`src/xmpr_pkg.sv`:
```
package xmpr_pkg;

    // Frame geometry
    localparam int DATA_BYTES  = 128;
    localparam int FRAME_BYTES = DATA_BYTES + 4;
    localparam int WORDS       = DATA_BYTES / 2;
    localparam int DIDX_W      = $clog2(DATA_BYTES);
    localparam int WIDX_W      = $clog2(WORDS);

    // Frame positions
    localparam logic [7:0] POS_PKT        = 8'd1;
    localparam logic [7:0] POS_DATA_FIRST = 8'd3;
    localparam logic [7:0] POS_CHECK      = 8'(FRAME_BYTES - 1);

    // Protocol bytes
    localparam logic [7:0] BYTE_SOH  = 8'd1;
    localparam logic [7:0] BYTE_EOT  = 8'd4;
    localparam logic [7:0] BYTE_ACK  = 8'd6;
    localparam logic [7:0] BYTE_NACK = 8'd21;

    // Input operation codes
    localparam logic OP_BYTE  = 1'b0;
    localparam logic OP_START = 1'b1;

    // Register map
    localparam logic REG_RETRY_LIMIT = 1'b0;
    localparam logic REG_IMAGE_BYTES = 1'b1;

    // Register reset values and the retry counter maximum
    localparam logic [7:0]  RETRY_LIMIT_RESET = 8'd10;
    localparam logic [19:0] IMAGE_BYTES_RESET = 20'h80000;
    localparam logic [7:0]  RETRY_MAX         = 8'hFF;

    typedef enum logic [1:0] {
        MODE_IDLE,
        MODE_START,
        MODE_RUN,
        MODE_EOT
    } mode_t;

    typedef enum logic [1:0] {
        ST_IN,
        ST_RD,
        ST_LD
    } seq_t;

    // One result item, reply_valid in the lowest bit
    typedef struct packed {
        logic [1:0]  pad;
        logic        failed;
        logic        done_res;
        logic [15:0] write_data;
        logic [17:0] write_address;
        logic        write_valid;
        logic [7:0]  reply_byte;
        logic        reply_valid;
    } result_t;

    // Byte write into the frame store
    typedef struct packed {
        logic              en;
        logic [DIDX_W-1:0] index;
        logic [7:0]        data;
    } store_wr_t;

endpackage

```
`src/xmodem_packet_receiver_top.sv`:
```
// XMODEM checksum receiver: one serial byte per transaction.
// A NACK, abort EOT or final ACK reply is shown in the cycle after the byte is taken;
// the ACK of a good frame rides on its last flash word. One byte is taken per
// cycle while the output slot is free; after a good frame the 64 flash words
// leave one at a time (store read, then load); the input stalls until the last is loaded.
// Reset: asynchronous, active low; clears control state, the frame store is not cleared.
module xmodem_packet_receiver_top
    import xmpr_pkg::*;
(
    input  logic        clk,
    input  logic        rst_n,
    // APB configuration port
    input  logic        psel,
    input  logic        penable,
    input  logic        pwrite,
    input  logic [2:0]  paddr,
    input  logic [31:0] pwdata,
    output logic [31:0] prdata,
    output logic        pready,
    // Input stream
    input  logic        s_axis_tvalid,
    output logic        s_axis_tready,
    input  logic [7:0]  s_axis_tdata,   // [7:0] rx_byte
    input  logic [0:0]  s_axis_tuser,   // [0] operation
    // Result stream
    output logic        m_axis_tvalid,
    input  logic        m_axis_tready,
    // [0] reply_valid, [8:1] reply_byte, [9] write_valid, [27:10] write_address,
    // [43:28] write_data, [44] done_res, [45] failed, [47:46] zero
    output logic [47:0] m_axis_tdata,
    output logic        m_axis_tlast
);

    logic [7:0]  retry_limit_reg;
    logic [19:0] image_bytes_reg;

    seq_t        seq_reg, seq_next;
    mode_t       mode_reg, mode_next;
    logic [7:0]  fidx_reg, fidx_next;
    logic [7:0]  pnum_reg, pnum_next;
    logic [7:0]  sum_reg, sum_next;
    logic [19:0] addr_reg, addr_next;
    logic [7:0]  retry_reg, retry_next;
    logic [17:0] base_reg, base_next;
    logic [WIDX_W-1:0] cnt_reg, cnt_next;

    logic        out_valid_reg, out_valid_next;
    result_t     out_reg, out_next;
    logic        out_last_reg, out_last_next;

    store_wr_t   st_wr;
    logic [15:0] st_rd_data;

    logic        out_free;
    logic        in_accept;
    logic [7:0]  rx;
    logic [7:0]  fidx_inc;
    logic [7:0]  want;
    logic [19:0] addr_adv;
    logic        frame_ok;

    // Configuration registers
    always_ff @(posedge clk or negedge rst_n)
    begin
        if (!rst_n)
        begin
            retry_limit_reg <= RETRY_LIMIT_RESET;
            image_bytes_reg <= IMAGE_BYTES_RESET;
        end
        else if (psel && penable && pwrite)
        begin
            case (paddr[2])
                REG_RETRY_LIMIT: retry_limit_reg <= pwdata[7:0];
                REG_IMAGE_BYTES: image_bytes_reg <= pwdata[19:0];
                default:         retry_limit_reg <= retry_limit_reg;
            endcase
        end
    end

    assign pready = 1'b1;
    assign prdata = (paddr[2] == REG_IMAGE_BYTES) ? {12'd0, image_bytes_reg}
                                                  : {24'd0, retry_limit_reg};

    // Handshake
    assign out_free      = !out_valid_reg || m_axis_tready;
    assign s_axis_tready = (seq_reg == ST_IN) && out_free;
    assign in_accept     = s_axis_tvalid && s_axis_tready;
    assign rx            = s_axis_tdata;

    assign fidx_inc = fidx_reg + 8'd1;
    assign want     = addr_reg[14:7] + 8'd1;
    assign addr_adv = addr_reg + 20'(DATA_BYTES);
    assign frame_ok = (pnum_reg == want) && (sum_reg == rx);

    // Frame store write
    always_comb
    begin
        st_wr.en    = in_accept && (s_axis_tuser[0] == OP_BYTE) && (mode_reg == MODE_RUN)
                      && (retry_reg < retry_limit_reg)
                      && (fidx_reg >= POS_DATA_FIRST) && (fidx_reg < POS_CHECK);
        st_wr.index = DIDX_W'(fidx_reg - POS_DATA_FIRST);
        st_wr.data  = rx;
    end

    xmpr_store u_store (
        .clk     (clk),
        .rst_n   (rst_n),
        .wr      (st_wr),
        .rd_addr (cnt_reg),
        .rd_data (st_rd_data)
    );

    // Sequencer: next state and outputs
    always_comb
    begin
        seq_next       = seq_reg;
        mode_next      = mode_reg;
        fidx_next      = fidx_reg;
        pnum_next      = pnum_reg;
        sum_next       = sum_reg;
        addr_next      = addr_reg;
        retry_next     = retry_reg;
        base_next      = base_reg;
        cnt_next       = cnt_reg;
        out_next       = out_reg;
        out_last_next  = out_last_reg;
        out_valid_next = out_valid_reg && !m_axis_tready;

        case (seq_reg)
            ST_IN:
            begin
                if (in_accept)
                begin
                    out_next = '0;
                    if (s_axis_tuser[0] == OP_START)
                    begin
                        addr_next  = '0;
                        fidx_next  = '0;
                        retry_next = '0;
                        sum_next   = '0;
                        mode_next  = MODE_START;
                    end
                    else
                    begin
                        case (mode_reg)
                            MODE_START:
                            begin
                                if (rx == BYTE_SOH)
                                begin
                                    mode_next = MODE_RUN;
                                    fidx_next = POS_PKT;
                                    sum_next  = '0;
                                end
                                else
                                begin
                                    mode_next = MODE_IDLE;
                                end
                            end
                            MODE_EOT:
                            begin
                                if (rx == BYTE_EOT)
                                begin
                                    mode_next           = MODE_IDLE;
                                    out_valid_next      = 1'b1;
                                    out_next.reply_valid = 1'b1;
                                    out_next.reply_byte = BYTE_ACK;
                                    out_next.done_res   = 1'b1;
                                    out_last_next       = 1'b1;
                                end
                            end
                            MODE_RUN:
                            begin
                                if (retry_reg >= retry_limit_reg)
                                begin
                                    // Abort: the byte is dropped
                                    mode_next            = MODE_IDLE;
                                    out_valid_next       = 1'b1;
                                    out_next.reply_valid = 1'b1;
                                    out_next.reply_byte  = BYTE_EOT;
                                    out_next.failed      = 1'b1;
                                    out_last_next        = 1'b1;
                                end
                                else
                                begin
                                    if (fidx_reg == POS_PKT)
                                    begin
                                        pnum_next = rx;
                                    end
                                    if (st_wr.en)
                                    begin
                                        sum_next = sum_reg + rx;
                                    end
                                    fidx_next = fidx_inc;
                                    if (fidx_reg == POS_CHECK)
                                    begin
                                        fidx_next = '0;
                                        sum_next  = '0;
                                        if (frame_ok)
                                        begin
                                            // Start the word flush
                                            retry_next = '0;
                                            base_next  = addr_reg[18:1];
                                            addr_next  = addr_adv;
                                            cnt_next   = '0;
                                            seq_next   = ST_RD;
                                            if (addr_adv == image_bytes_reg)
                                            begin
                                                mode_next = MODE_EOT;
                                            end
                                        end
                                        else
                                        begin
                                            if (retry_reg != RETRY_MAX)
                                            begin
                                                retry_next = retry_reg + 8'd1;
                                            end
                                            out_valid_next       = 1'b1;
                                            out_next.reply_valid = 1'b1;
                                            out_next.reply_byte  = BYTE_NACK;
                                            out_last_next        = 1'b1;
                                            if (addr_reg == image_bytes_reg)
                                            begin
                                                mode_next = MODE_EOT;
                                            end
                                        end
                                    end
                                end
                            end
                            default:
                            begin
                                mode_next = mode_reg;
                            end
                        endcase
                    end
                end
            end
            ST_RD:
            begin
                // Store read of word cnt_reg is under way
                seq_next = ST_LD;
            end
            ST_LD:
            begin
                if (out_free)
                begin
                    out_valid_next         = 1'b1;
                    out_next               = '0;
                    out_next.write_valid   = 1'b1;
                    out_next.write_address = base_reg + 18'(cnt_reg);
                    out_next.write_data    = st_rd_data;
                    if (cnt_reg == WIDX_W'(WORDS - 1))
                    begin
                        out_next.reply_valid = 1'b1;
                        out_next.reply_byte  = BYTE_ACK;
                        out_last_next        = 1'b1;
                        seq_next             = ST_IN;
                    end
                    else
                    begin
                        out_last_next = 1'b0;
                        cnt_next      = cnt_reg + WIDX_W'(1);
                        seq_next      = ST_RD;
                    end
                end
            end
            default:
            begin
                seq_next = ST_IN;
            end
        endcase
    end

    // Control state
    always_ff @(posedge clk or negedge rst_n)
    begin
        if (!rst_n)
        begin
            seq_reg       <= ST_IN;
            mode_reg      <= MODE_IDLE;
            fidx_reg      <= '0;
            pnum_reg      <= '0;
            sum_reg       <= '0;
            addr_reg      <= '0;
            retry_reg     <= '0;
            cnt_reg       <= '0;
            out_valid_reg <= 1'b0;
        end
        else
        begin
            seq_reg       <= seq_next;
            mode_reg      <= mode_next;
            fidx_reg      <= fidx_next;
            pnum_reg      <= pnum_next;
            sum_reg       <= sum_next;
            addr_reg      <= addr_next;
            retry_reg     <= retry_next;
            cnt_reg       <= cnt_next;
            out_valid_reg <= out_valid_next;
        end
    end

    // Payload registers
    always_ff @(posedge clk)
    begin
        base_reg     <= base_next;
        out_reg      <= out_next;
        out_last_reg <= out_last_next;
    end

    assign m_axis_tvalid = out_valid_reg;
    assign m_axis_tdata  = out_reg;
    assign m_axis_tlast  = out_last_reg;

endmodule

```
`src/xmpr_store.sv`:
```
module xmpr_store
    import xmpr_pkg::*;
(
    input  logic              clk,
    input  logic              rst_n,
    input  store_wr_t         wr,
    input  logic [WIDX_W-1:0] rd_addr,
    output logic [15:0]       rd_data
);

    logic [15:0] mem [WORDS];
    logic [7:0]  even_reg;
    logic [15:0] rd_data_reg;

    // Hold the even byte until its odd partner arrives
    always_ff @(posedge clk or negedge rst_n)
    begin
        if (!rst_n)
        begin
            even_reg <= '0;
        end
        else if (wr.en && !wr.index[0])
        begin
            even_reg <= wr.data;
        end
    end

    // Write a whole word on the odd byte
    always_ff @(posedge clk)
    begin
        if (wr.en && wr.index[0])
        begin
            mem[wr.index[DIDX_W-1:1]] <= {wr.data, even_reg};
        end
    end

    // Registered read port
    always_ff @(posedge clk)
    begin
        rd_data_reg <= mem[rd_addr];
    end

    assign rd_data = rd_data_reg;

endmodule

```
`config.mk`:
```
export PLATFORM = sky130hd
export DESIGN_NAME = xmodem_packet_receiver_top
export DESIGN_NICKNAME = d
export VERILOG_FILES = /design/src/xmpr_pkg.sv /design/src/xmodem_packet_receiver_top.sv /design/src/xmpr_store.sv
export SDC_FILE = /design/constraint.sdc
export NUM_CORES = 1
export LEC_CHECK = 0
export ABC_AREA = 1
export BUFFER_PORTS_ARGS = -buffer_cell sky130_fd_sc_hd__buf_2
export CAP_MARGIN = 10
export CELL_PAD_IN_SITES_DETAIL_PLACEMENT = 1
export CELL_PAD_IN_SITES_GLOBAL_PLACEMENT = 2
export CORE_MARGIN = 2
export CORE_UTILIZATION = 46
export CTS_CLUSTER_DIAMETER = 80
export DETAILED_ROUTE_END_ITERATION = 6
export PLACE_DENSITY_LB_ADDON = 0.15
export SETUP_SLACK_MARGIN = 0.2
export SYNTH_ARGS = -nofsm -noshare
export SYNTH_HDL_FRONTEND = slang
export SYNTH_HIERARCHICAL = 1
export SYNTH_SLANG_ARGS = --single-unit
```
`constraint.sdc`:
```
create_clock -name clk -period 9.5 [get_ports clk]
set_clock_uncertainty 0.15 [all_clocks]
set_input_delay 1.9 -clock clk [delete_from_list [all_inputs] [get_ports clk]]
set_output_delay 1.9 -clock clk [all_outputs]
set_load 0.02 [all_outputs]
```
==> results of run 1 <==
==> per-layer routing <==
| layer | routed length [um] | up-vias | GRT usage [%] | part of all wire, % |
|---|---|---|---|---|
| li1 | - | 15765 | - | - |
| met1 | 63800 | 17341 | 35.7 | 44 |
| met2 | 69100 | 792 | 41.9 | 48 |
| met3 | 7190 | 215 | 3.90 | 5.0 |
| met4 | 3920 | 0 | 8.20 | 2.7 |
| met5 | 0 | - | 0 | 0 |
==> worst max-delay path, stage by stage <==
cell,delay [ns]
buf_2,0.07
nor2_1,0.07
nor2_2,0.15
nand2_2,0.12
inv_2,0.12
nand4_2,0.14
nor3_4,0.37
nand2_1,0.18
inv_1,0.21
nand4_1,0.94
nor2_2,1.24
==> final timing paths <==
check | start | to | slack [ns] | depth (start not counted)
min in group asynchronous | rst_n | image_bytes_reg[18] | 0.98 | 1
max reg2reg | retry_limit_reg[3] | u_store/mem[40][9] | 4.50 | 11
min | retry_limit_reg[2] | retry_limit_reg[2] | 0.33 | 2
max in group asynchronous | rst_n | cnt_reg[2] | 6.94 | 2
min reg2reg | retry_limit_reg[2] | retry_limit_reg[2] | 0.33 | 2
max | m_axis_tready | u_store/mem[40][9] | 4.17 | 11
==> layout make-up <==
class / instances / area, um^2 / area share, %
Sequential cell: 1185 / 35000 / 62.6
Multi-Input combinational cell: 2928 / 13200 / 23.6
Clock buffer: 173 / 3570 / 6.39
Tap cell: 1414 / 1770 / 3.16
Timing Repair Buffer: 205 / 1360 / 2.43
Inverter: 175 / 687 / 1.23
Clock inverter: 53 / 362 / 0.647
Antenna cell: 1 / 2.50 / 0.00448
==> layout by cell type (no fill, tap or decap), types with 34 or more instances in the layout <==
master and instances:
dfrtp_1 77, inv_1 160, nand2_1 1545, edfxtp_1 1077, clkbuf_16 136, nand3_1 945, buf_4 99, nor2_1 153
clkbuf_1 34, o21ai_0 56, buf_2 100
==> Yosys cell counts, types with 2 or more instances <==
master and count:
buf_4 37, xnor2_1 10, nor2_1 161, nand2_1 1545, ha_1 20, xor2_1 14, nor4_1 5, nand2_4 3
buf_1 21, inv_2 8, o21ai_2 5, a21oi_1 25, o21ai_1 3, clkbuf_1 31, nor3_1 14, mux2_2 14
inv_1 164, nand4_1 26, o21ai_0 56, edfxtp_1 1077, dfxtp_1 16, nor2_2 3, nand3b_1 3, o211ai_1 3
nand3_2 4, dfstp_2 3, conb_1 2, buf_2 122, buf_6 48, dfrtp_1 89, nor3b_1 3, nand2_2 16
o21a_1 4, or2_2 3, nand3_1 945, nor2_4 10
==> where the power goes <==
group | switching [uW] | total (uW) | internal (uW)
Sequential | 72.4 | 5780 | 5710
Clock | 2020 | 4740 | 2720
Combinational | 521 | 717 | 196
==> cell families after synthesis <==
logic type / count (synthesis)
buffers and inverters: 436
flip-flops: 1185
multiplexers: 14
AO/OA/AOI/OAI: 101
AND/OR/NAND/NOR: 2749
other: 2
XOR/XNOR: 24
adder cells (fa/ha/maj): 21
==> stage by stage <==
step,cells,instance area (um^2),hold WS [ns]
global placement,5906,52000,0.317
finish,6134,55900,0.334
floorplan,4549,50400,0.276
CTS,6132,55900,0.339
detailed placement,5906,52000,0.325
global route,6133,55900,0.364
==> flow_summary.json, run 1 <==
{
  "status": "completed",
  "fillCellCount": 11437,
  "final_core_util_pct": 51.4,
  "hpwl_um": 79600,
  "wirelength_um": 144000,
  "port_buffers": 101,
  "avgSynthCellArea_um2": 11.1,
  "clk_latency_ns": 0.73,
  "antenna_left": 0,
  "grt_pass1_wl_um": 215000,
  "viasPerCell": 5.56,
  "syn_inst": 4532,
  "numCtsBuffers": 133,
  "yosys.area_share.simple_pct": 23.5,
  "synth_top_area_share_pct": 64.2,
  "cts_max_level": 4,
  "clkTransAtPathRegs_ns": 0.05,
  "holdCritPathClass": "flop to flop",
  "power_density_nw_per_um2": 201,
  "synth_top_family_by_area": "simple AND/OR/NAND/NOR gates",
  "fin_crit_ns": 5.33,
  "die-width_um": 335,
  "grt_usage_pct": 25.7,
  "ys_top_cells_by_area": "edfxtp_1 64%, nand2_1 12%, nand3_1 9.4%",
  "maxSlewHeadroom_pct": 17.7,
  "yosys_warnings": 6,
  "cts_resized": 0,
  "timing.final.ws_setup_ns": 4.17,
  "synthFlopType": "edfxtp_1",
  "ys_seq_elements": 1185,
  "cts.sinks": 1185,
  "antenna_found_initial": 2,
  "fin_nets": 4700,
  "row_count": 121,
  "worstMarginPinSlew_ns": 1.23,
  "muxShareOfSynthArea_pct": 0.313,
  "die_y_um": 335,
  "boundaryPins": 135,
  "coreArea_um2": 109000,
  "layout-drive-gt1-share_pct": 10.2,
  "synth-xor-area-share_pct": 0.417,
  "synth_area_um2": 50400,
  "fin_setup_tns_ns": 0,
  "drc": 0,
  "ir_worst_vdd_mv": 0.153,
  "cp-end-kind": "flop",
  "largest_register_ffs": 1024,
  "grt_overflow": 0,
  "dr.pass1.iters": 5,
  "clock.fmax_mhz": 188,
  "cp.required_ns": 9.69,
  "syn2layout_area_growth_pct": 11.0,
  "final_hold_viol_count": 0,
  "initial_core_util_pct": 46.3,
  "vias": 34113,
  "gp_congestion": 0.785,
  "synthArstFlopShare_pct": 7.76,
  "pre_cts_ws_ns": 3.40,
  "synth_area_leader_cell": "edfxtp_1",
  "cts_hold_buffers": 0,
  "synth-seq-area-share_pct": 69.4,
  "cts_tree": "done",
  "p_leak_uw": 0.0217,
  "criticalPathCategory": "primary input to flop",
  "worstSetupStartpointType": "primary input",
  "synth-compound-area-share_pct": 1.13,
  "grt_pass1_vias": 34731,
  "clockBufferDepth": 3,
  "wl_per_cell_um": 23.5,
  "p_total_uw": 11200,
  "crit_path_max_fanout": 16,
  "root_buffer": "clkbuf_16",
  "drtIter0Drc": 2838,
  "grt_max_degree": 242,
  "post_cts_buffers": 0,
  "drv_cap": 0,
  "synthAdderAreaFrac_pct": 0.537,
  "slew_viol_final": 0,
  "setup_viol": 0,
  "synth_cell_type_count": 55,
  "crit_arrival_ns": 5.53,
  "period_share_pct": 56.1,
  "rsz0062_at_grt": "no",
  "die_area_um2": 112000,
  "synth-edff-count": 1077
}
(Power assumes the default switching activity.)
==> run 2: changes to the inputs <==
CORE_UTILIZATION = 42   (was 46)
clock period = 5 ns   (was 9.5 ns; I/O delays follow)
==> flow_summary.json, run 2 (synthesis gave the netlist of run 1 again) <==
{
  "status": "completed",
  "seq_area_um2": 35000,
  "pre_cts_ws_ns": 0.880,
  "grt_max_degree": 182,
  "worstMarginPinSlew_ns": 1.01,
  "switching_share_pct": 23.6,
  "boundaryPins": 135,
  "p_leak_uw": 0.0219,
  "viasPerCell": 5.33,
  "gp_congestion": 0.801,
  "layout-drive-gt1-share_pct": 11.0,
  "initial_core_util_pct": 42.2,
  "die_area_um2": 123000,
  "wirelength_um": 149000,
  "final_cell_mix": "1545 x nand2_1, 1077 x edfxtp_1, 945 x nand3_1",
  "power_density_nw_per_um2": 385,
  "grt_overflow": 0,
  "slew_viol_final": 0,
  "fillCellCount": 12778,
  "numCtsBuffers": 134,
  "cts_resized": 0,
  "worstSetupStartpointType": "flop",
  "drc": 0,
  "cp.required_ns": 5.26,
  "root_buffer": "clkbuf_16",
  "vias": 33986,
  "holdCritPathClass": "primary input to asynchronous set/reset pin",
  "cp_num_cells": 13,
  "grt_usage_pct": 24.4,
  "cp-end-kind": "flop",
  "p_int_uw": 16700,
  "setup_viol": 0,
  "endpoint": "u_store/mem[12][5]",
  "drv_cap": 0,
  "setup.worst_path.start": "retry_limit_reg[3]",
  "combPwrFrac_pct": 6.6,
  "port_buffers": 101,
  "clockBufferDepth": 3,
  "multi_input_area_um2": 13200,
  "cp.buffers_inverters": 4,
  "cts_tree": "done",
  "fin_nets": 4728,
  "rsz0062_at_grt": "no",
  "p_sw_uw": 5170,
  "syn2layout_area_growth_pct": 12.7,
  "grt_pass1_vias": 34718,
  "clkPwrFrac_pct": 43.1,
  "cp_slowest_cell": "nand4_1",
  "criticalPathCategory": "flop to flop",
  "ir_worst_vdd_mv": 0.377,
  "grt_pass1_wl_um": 221000,
  "r2r_end": "u_store/mem[12][5]",
  "row_count": 127,
  "crit_path_max_fanout": 16,
  "coreArea_um2": 119000,
  "crit_arrival_ns": 4.21,
  "largest_register_ffs": 1024,
  "final_common_cell": "nand2_1",
  "r2r_start": "retry_limit_reg[3]",
  "fin_setup_tns_ns": 0,
  "post_cts_buffers": 0,
  "clk_latency_ns": 0.75,
  "crit_chain": "inv_1 -> ha_1 -> a21oi_1 -> o21ai_0 -> nand2_1 -> nand4_2 -> nor3_4 -> nand2_1 -> inv_1 -> nand4_1 -> buf_4 -> nor2_1 -> buf_4",
  "antenna_found_initial": 1,
  "die_y_um": 350,
  "wl_per_cell_um": 23.4,
  "drtIter0Drc": 2507,
  "clkTransAtPathRegs_ns": 0.06,
  "cts_max_level": 4,
  "path_delay_family": "simple AND/OR/NAND/NOR gates",
  "hpwl_um": 85900,
  "die-width_um": 350,
  "critical_path.max_stage_delay_ns": 0.57,
  "cts_hold_buffers": 0,
  "cts.sinks": 1185,
  "period_share_pct": 78.9,
  "timing.final.ws_setup_ns": 1.06,
  "ff2ff_path_depth": 13,
  "dr.pass1.iters": 7,
  "rrSetupSlack_ns": 1.06,
  "seqPwrFrac_pct": 50.3,
  "maxSlewHeadroom_pct": 32.5,
  "fin_crit_ns": 3.94,
  "final_hold_viol_count": 0,
  "antenna_left": 0,
  "clock.fmax_mhz": 254
}
run 2: cell types whose count changed in the layout (fill, tap and decap cells not counted), moves of 5 or more:
cell       delta
buf_12        +7
nor2_1        -5
clkbuf_1      -5
nor2_2        +5
buf_4        +20
clkbuf_16     +5
clkinv_1      +8
run 2: stage by stage:
stage	total power [uW]	utilization (%)	cells	instance area, um^2	hold slack (ns)
floorplan	12200	-	4549	50400	0.276
global placement	12600	44.0	6131	52500	0.316
detailed placement	12700	44.0	6131	52500	0.323
CTS	22100	47.5	6373	56700	0.193
global route	22600	47.5	6374	56700	0.216
finish	21900	47.5	6375	56700	0.180
run 2: how the worst min path moves through the flow:
stage                            start                   to  cells after the start
global route                     rst_n  image_bytes_reg[16]                      1
global placement    retry_limit_reg[2]   retry_limit_reg[2]                      2
CTS                              rst_n         addr_reg[13]                      1
detailed placement  retry_limit_reg[4]   retry_limit_reg[4]                      2
floorplan                  addr_reg[9]          base_reg[8]                      0
finish                           rst_n  image_bytes_reg[16]                      1
run 2: final cells by class:
type / count / share of cell area, %
Clock inverter: 69 / 0.904
Clock buffer: 173 / 6.48
Inverter: 175 / 1.21
Tap cell: 1612 / 3.55
Sequential cell: 1185 / 61.7
Timing Repair Buffer: 232 / 2.93
Antenna cell: 1 / 0.00441
Multi-Input combinational cell: 2928 / 23.2
run 2: metal layers:
layer | track usage, % | vias to the layer above | routed length (um)
met3 | 4.16 | 215 | 7490
met2 | 40.4 | 740 | 72400
met1 | 33.0 | 17195 | 65400
li1 | - | 15836 | -
met4 | 7.21 | 0 | 3800
met5 | 0 | - | 0
run 2: power groups by stage:
stage / Sequential (uW) / Clock, uW / Combinational (uW)
floorplan: 11100 / 0 / 1020
global placement: 11200 / 0 / 1440
detailed placement: 11200 / 0 / 1460
CTS: 11000 / 9630 / 1470
global route: 11000 / 10000 / 1620
finish: 11000 / 9430 / 1440
